==> src/sv/lpe_pkg.sv <==
`default_nettype none
// ----------------------------------------------------------------------------
// Legendre polynomial evaluator package
// Shared widths, fixed-point constants, the token passed along the cell chain,
// the controller and cell sequencer states, and the rounding helpers.
// ----------------------------------------------------------------------------
package lpe_pkg;

	localparam int DEG_W     = 6;
	localparam int DATA_W    = 32;
	localparam int PROD_W    = 64;
	localparam int FRAC_BITS = 30;
	localparam int COEF_BITS = 30;

	localparam logic signed [DATA_W-1:0] ONE      = DATA_W'(64'd1 << FRAC_BITS);
	localparam logic signed [PROD_W-1:0] ONE_WIDE = PROD_W'(64'd1 << FRAC_BITS);
	localparam logic signed [PROD_W-1:0] HALF_FRAC = PROD_W'(64'd1 << (FRAC_BITS - 1));
	localparam logic signed [PROD_W-1:0] HALF_COEF = PROD_W'(64'd1 << (COEF_BITS - 1));
	localparam logic signed [DATA_W-1:0] POS_FULL = {1'b0, {(DATA_W - 1){1'b1}}};
	localparam logic signed [DATA_W-1:0] NEG_FULL = {1'b1, {(DATA_W - 1){1'b0}}};

	typedef struct packed {
		logic                     valid;
		logic signed [DATA_W-1:0] x;
		logic signed [DATA_W-1:0] prev;
		logic signed [DATA_W-1:0] cur;
		logic [DEG_W-1:0]         remaining;
	} lpe_tok_t;

	typedef enum logic [1:0] {
		ST_IDLE,
		ST_CHECK,
		ST_RUN
	} lpe_state_t;

	typedef enum logic [2:0] {
		PH_IDLE,
		PH_XC,
		PH_BP,
		PH_AT,
		PH_DIFF,
		PH_ROUND
	} lpe_phase_t;

	// Divide by 2^FRAC_BITS, rounding to nearest with halves away from zero.
	function automatic logic signed [PROD_W-1:0] round_frac(input logic signed [PROD_W-1:0] v);
		logic signed [PROD_W-1:0] bias;
		bias = v[PROD_W-1] ? (HALF_FRAC - PROD_W'(1)) : HALF_FRAC;
		return (v + bias) >>> FRAC_BITS;
	endfunction

	// Divide by 2^COEF_BITS, rounding to nearest with halves away from zero.
	function automatic logic signed [PROD_W-1:0] round_coef(input logic signed [PROD_W-1:0] v);
		logic signed [PROD_W-1:0] bias;
		bias = v[PROD_W-1] ? (HALF_COEF - PROD_W'(1)) : HALF_COEF;
		return (v + bias) >>> COEF_BITS;
	endfunction

	// Clamp to [-1.0, +1.0]; this only absorbs rounding error.
	function automatic logic signed [DATA_W-1:0] clamp_unit(input logic signed [PROD_W-1:0] v);
		logic signed [DATA_W-1:0] r;
		if (v > ONE_WIDE) begin
			r = ONE;
		end else if (v < -ONE_WIDE) begin
			r = -ONE;
		end else begin
			r = v[DATA_W-1:0];
		end
		return r;
	endfunction

endpackage
`default_nettype wire

==> src/sv/lpe_cell.sv <==
`default_nettype none
// ----------------------------------------------------------------------------
// Legendre recurrence cell
// Performs one Bonnet step for a fixed index with a single shared multiplier,
// stepping through the XC, BP, AT, DIFF and ROUND phases before handing the
// item on, or passes the item on in the next cycle when no steps remain.
// ----------------------------------------------------------------------------
module lpe_cell
	import lpe_pkg::*;
#(
	parameter int STEP = 2
) (
	input  wire logic     clk,
	input  wire logic     arst_n,
	input  wire lpe_tok_t tok_in,
	output lpe_tok_t      tok_out
);

	localparam logic [63:0] A_NUM  = (64'(2 * STEP - 1) << COEF_BITS) + 64'(STEP / 2);
	localparam logic [63:0] B_NUM  = (64'(STEP - 1) << COEF_BITS) + 64'(STEP / 2);
	localparam logic [63:0] A_WIDE = A_NUM / 64'(STEP);
	localparam logic [63:0] B_WIDE = B_NUM / 64'(STEP);
	localparam logic [DATA_W-1:0] COEF_A = A_WIDE[DATA_W-1:0];
	localparam logic [DATA_W-1:0] COEF_B = B_WIDE[DATA_W-1:0];

	lpe_phase_t phase_q, phase_d;

	logic signed [DATA_W-1:0]   x_q, prev_q, cur_q, t_q;
	logic [DEG_W-1:0]           rem_q;
	logic signed [PROD_W-1:0]   m_q, bp_q, diff_q;
	logic signed [DATA_W:0]     op_a, op_b;
	logic signed [2*DATA_W+1:0] prod;
	logic signed [PROD_W-1:0]   prod_lo, t_round;
	logic signed [DATA_W-1:0]   next_val;
	logic                       pass_en, emit_en;

	logic                       out_valid_q;
	logic signed [DATA_W-1:0]   out_x_q, out_prev_q, out_cur_q;
	logic [DEG_W-1:0]           out_rem_q;

	always_comb begin
		phase_d = phase_q;
		unique case (phase_q)
			PH_IDLE: begin
				if (tok_in.valid && (tok_in.remaining != '0)) begin
					phase_d = PH_XC;
				end
			end
			PH_XC:    phase_d = PH_BP;
			PH_BP:    phase_d = PH_AT;
			PH_AT:    phase_d = PH_DIFF;
			PH_DIFF:  phase_d = PH_ROUND;
			PH_ROUND: phase_d = PH_IDLE;
			default:  phase_d = PH_IDLE;
		endcase
	end

	always_comb begin
		pass_en = 1'b0;
		emit_en = 1'b0;
		op_a    = '0;
		op_b    = '0;
		unique case (phase_q)
			PH_IDLE: begin
				pass_en = tok_in.valid && (tok_in.remaining == '0);
			end
			PH_XC: begin
				op_a = {x_q[DATA_W-1], x_q};
				op_b = {cur_q[DATA_W-1], cur_q};
			end
			PH_BP: begin
				op_a = {1'b0, COEF_B};
				op_b = {prev_q[DATA_W-1], prev_q};
			end
			PH_AT: begin
				op_a = {1'b0, COEF_A};
				op_b = {t_q[DATA_W-1], t_q};
			end
			PH_ROUND: begin
				emit_en = 1'b1;
			end
			default: begin
				op_a = '0;
			end
		endcase
	end

	assign prod     = op_a * op_b;
	assign prod_lo  = prod[PROD_W-1:0];
	assign t_round  = round_frac(m_q);
	assign next_val = clamp_unit(round_coef(diff_q));

	always_ff @(posedge clk or negedge arst_n) begin
		if (!arst_n) begin
			phase_q     <= PH_IDLE;
			out_valid_q <= 1'b0;
		end else begin
			phase_q     <= phase_d;
			out_valid_q <= pass_en || emit_en;
		end
	end

	always_ff @(posedge clk) begin
		if ((phase_q == PH_IDLE) && tok_in.valid) begin
			x_q    <= tok_in.x;
			prev_q <= tok_in.prev;
			cur_q  <= tok_in.cur;
			rem_q  <= tok_in.remaining;
		end
		if ((phase_q == PH_XC) || (phase_q == PH_AT)) begin
			m_q <= prod_lo;
		end
		if (phase_q == PH_BP) begin
			t_q  <= t_round[DATA_W-1:0];
			bp_q <= prod_lo;
		end
		if (phase_q == PH_DIFF) begin
			diff_q <= m_q - bp_q;
		end
		if (pass_en) begin
			out_x_q    <= tok_in.x;
			out_prev_q <= tok_in.prev;
			out_cur_q  <= tok_in.cur;
			out_rem_q  <= tok_in.remaining;
		end else if (emit_en) begin
			out_x_q    <= x_q;
			out_prev_q <= cur_q;
			out_cur_q  <= next_val;
			out_rem_q  <= rem_q - DEG_W'(1);
		end
	end

	always_comb begin
		tok_out.valid     = out_valid_q;
		tok_out.x         = out_x_q;
		tok_out.prev      = out_prev_q;
		tok_out.cur       = out_cur_q;
		tok_out.remaining = out_rem_q;
	end

endmodule
`default_nettype wire

==> config.mk <==
export PLATFORM = sky130hd
export DESIGN_NAME = lpe_cell
export DESIGN_NICKNAME = d
export VERILOG_FILES = /design/src/sv/lpe_pkg.sv /design/src/sv/lpe_cell.sv
export SDC_FILE = /design/constraint.sdc
export NUM_CORES = 2
export LEC_CHECK = 0
export ABC_AREA = 1
export BUFFER_PORTS_ARGS = -buffer_cell sky130_fd_sc_hd__buf_2
export CORE_AREA = 2 2 468 470
export DETAILED_ROUTE_END_ITERATION = 8
export DIE_AREA = 0 0 470 472
export PLACE_DENSITY = 0.53
export SLEW_MARGIN = 0
export SYNTH_ARGS = -nofsm -noshare
export SYNTH_HDL_FRONTEND = slang
export SYNTH_SLANG_ARGS = --single-unit
export TNS_END_PERCENT = 30
==> constraint.sdc <==
create_clock -name clk -period 29.2 [get_ports clk]
set_input_delay 4.38 -clock clk [delete_from_list [all_inputs] [get_ports clk]]
set_output_delay 4.38 -clock clk [all_outputs]
set_load 0.02 [all_outputs]
==> summary.txt <==
=================================================================================
Remaining antenna violation count after routing                                 0
TritonCTS clock tree                                                         done
Cell accounting for the most synthesized area                        sky130_fd_sc_hd__fa_1
Number of antenna violations at the first check in global routing              15
Count of unique library cells instantiated by Yosys                            58
Core outline area                                                       0.217 mm2
Final nets                                                                   9644
Area of the multi-input gates                                          0.0425 mm2
Die width                                                                  470 um
Clock Latency Late Sink                                                    640 ps
Number of global-route vias before repair                                   54200
Seq cells post-synth                                                          432
Total routed wirelength                                                    237 mm
Status                                                               finished clean
Largest net degree at the start of global routing                              75
Clock sink count                                                              432
Largest cells by area after synthesis                                sky130_fd_sc_hd__fa_1, sky130_fd_sc_hd__edfxtp_1, sky130_fd_sc_hd__inv_1, sky130_fd_sc_hd__nand2_1, sky130_fd_sc_hd__ha_1
Actual transition at the worst max-transition pin                         1150 ps
H-tree lvl count                                                                2
Mean routed wirelength per cell                                           21.5 um
Die extent in y                                                            472 um
CP bufs+invs                                                                   11
Area of the mapped netlist                                             0.0649 mm2
Setup_tns                                                                    0 ps
Worst hold path startpoint                                           x_q[3]$_DFFE_PP_
Starting Density                                                            30.0%
DP Wirelength                                                              196 mm
Most common cell in the synthesized netlist                          sky130_fd_sc_hd__inv_1
Number of violations of the max-capacitance limit                               0
I/O pin total                                                                 208
Number of DRC markers after the initial detailed-route iteration             4708
Most common flop cell mapped by yosys                                sky130_fd_sc_hd__edfxtp_1
Area growth from synthesis to layout                                        9.01%
Last weighted congestion value of the routability-driven placer             0.970
First-pass GRT wire length                                                 355 mm
Worst Hold Class                                                          reg2reg
Crit path launch type                                                        flop
Fraction of the yosys area taken by sequential cells                        20.0%
Proportion of layout cells with a drive suffix above 1                      5.42%
Layout Skew                                                               56.8 ps
Worst path top cell family by delay                                   adder cells
Mean instance size in the synthesized netlist                            8.11 um2
Reg-to-reg setup timing slack                                            18100 ps
Drt first pass iters                                                            6
Critical-path top delay cell                                         sky130_fd_sc_hd__fa_1
EDFF count, synth                                                             428
Hold Buf Count CTS                                                              0
Total DRC errors in the routed layout                                           0
Max_slew headroom                                                           22.9%
Worst path max stage delay                                                 640 ps
Number of buffers between clock root and the deepest sink                       3
Clock slew at reported path FFs                                             70 ps
Unrepaired setup endpoints after global routing                             false
Grt total ovfl                                                                  0
Post-DR vias/cell                                                            4.77
Warning count from the yosys run                                                0
Row cnt                                                                       171
Final period utilization                                                    38.0%
Classification of the worst setup path                                    reg2reg
Synth top cells by count                                             sky130_fd_sc_hd__inv_1, sky130_fd_sc_hd__nand2_1, sky130_fd_sc_hd__fa_1
Cell depth of the worst min-delay path                                          2
Finish-stage setup viols                                                        0
Total number of vias                                                        52500
Footprint of the flip-flops and latches                                0.0130 mm2
Count of final max-slew check failures                                          0
Post-cts resize count                                                           0
Number of buffers inserted by post-CTS setup repair                             0
Portion of synthesized cell area occupied by the leading cell type          34.1%
Filler instances                                                            22900
Post-Synthesis Net Count                                                     9543
WHS Endpoint                                                         out_x_q[3]$_DFFE_PP_
Worst EP required                                                        29540 ps
Shortest clock period the worst path allows after layout                 11100 ps
Achievable Freq                                                          90.1 MHz
Number of buffers created by CTS                                               46
Total Die Area                                                          0.222 mm2
Count of final hold-check violations                                            0
Worst r2r dst                                                        bp_q[36]$_DFFE_PP_
Worst path arrival time                                                  11440 ps
RR Startpoint                                                        phase_q[0]$_DFFE_PN0P_
Root cell of the clock tree                                          sky130_fd_sc_hd__clkbuf_16
Port-buffer cells                                                             207
Capturing element type of the critical path                                  flop
Mapped Cells                                                                 7998
Overall global routing resource usage                                       21.4%
Crit Path Max Fanout                                                           31
FFs w/ async S/R, synth                                                    0.926%
Reg2Reg Depth                                                                  32
=================================================================================
## worst reg2reg max path: cells and delay by family, from the launching register on
family / cells / cell delay (ps)
AO/OA/AOI/OAI: 2 / 860
XOR/XNOR: 1 / 520
adder cells (fa/ha/maj): 9 / 4620
buffers and inverters: 11 / 2370
flip-flops: 1 / 440
AND/OR/NAND/NOR: 9 / 2060
## kinds of logic (layout without fill, tap and decap cells)
logic type	after synthesis	after routing	synth area share, %
DFF	432	432	20.0
xor gates and xnor gates	161	161	2.17
buffers and inverters	2508	2644	14.6
adders and majority gates	1440	1440	40.6
and+or+nand+nor	2913	2913	17.9
other	0	4	0
AOI/OAI and AO/OA	544	544	4.76
## how the worst max path moves through the flow
stage,startpoint,to,cells past startpoint
floorplan,tok_in[102],out_valid_q$_DFF_PN0_,5
global placement,phase_q[0]$_DFFE_PN0P_,bp_q[36]$_DFFE_PP_,32
detailed placement,phase_q[0]$_DFFE_PN0P_,bp_q[36]$_DFFE_PP_,32
CTS,phase_q[0]$_DFFE_PN0P_,bp_q[36]$_DFFE_PP_,32
global route,phase_q[0]$_DFFE_PN0P_,bp_q[36]$_DFFE_PP_,32
finish,phase_q[0]$_DFFE_PN0P_,bp_q[36]$_DFFE_PP_,32
## flip-flops by register name, summed over array words and instances (netlist names)
signal,cells
out_valid_q,1
t_q,32
out_x_q,32
rem_q,6
cur_q,32
prev_q,32
m_q,64
x_q,32
diff_q,64
out_cur_q,32
phase_q,3
bp_q,64
out_rem_q,6
out_prev_q,32
## layer usage
layer  vias to the layer above  part of all wire [%]  global-route usage, %
met5                         -                 0.023                      0
met4                         8                   3.9                   7.19
met3                       355                   7.6                   3.55
met2                      2033                    45                   34.3
met1                     26400                    43                   29.3
li1                      23600                     -                      -
## cell usage in the layout, fill, tap and decap left out, types with 46 or more instances in the layout
master	netlist	final
sky130_fd_sc_hd__nor2_1	363	359
sky130_fd_sc_hd__xor2_1	103	103
sky130_fd_sc_hd__nand2_1	2204	2201
sky130_fd_sc_hd__buf_2	12	207
sky130_fd_sc_hd__a31oi_1	53	53
sky130_fd_sc_hd__fa_1	1106	1106
sky130_fd_sc_hd__inv_1	2263	2254
sky130_fd_sc_hd__ha_1	334	334
sky130_fd_sc_hd__o21ai_0	132	131
sky130_fd_sc_hd__edfxtp_1	428	428
sky130_fd_sc_hd__nand3_1	165	165
sky130_fd_sc_hd__a21oi_1	246	245
sky130_fd_sc_hd__buf_4	2	78
sky130_fd_sc_hd__clkbuf_16	0	46
sky130_fd_sc_hd__xnor2_1	58	58
## cell type report
type,instances,share of cell area [%]
diodes,4,0.0142
well taps,2854,5.05
flip-flops and latches,432,18.3
inverters,2276,12.1
clock buffers,54,1.70
multi-input cells,5058,60.1
repair buffers,285,2.29
clock inverters,29,0.426
## per-stage QoR
stage,util [%],instances,cell area [um2],setup slack (ps),hold WS (ps)
3_3_place_gp,32.0,10900,69200,18270,544
4_1_cts,32.7,11000,70700,18210,571
2_1_floorplan,-,7998,64900,12730,501
3_5_place_dp,32.0,10900,69200,18200,554
6_report,32.7,11000,70700,18100,568
5_1_grt,32.7,11000,70700,17740,574
Power is left out: the tool's default activity adds up to more than one toggle a clock period on the data nets, which glitch-free logic cannot reach.
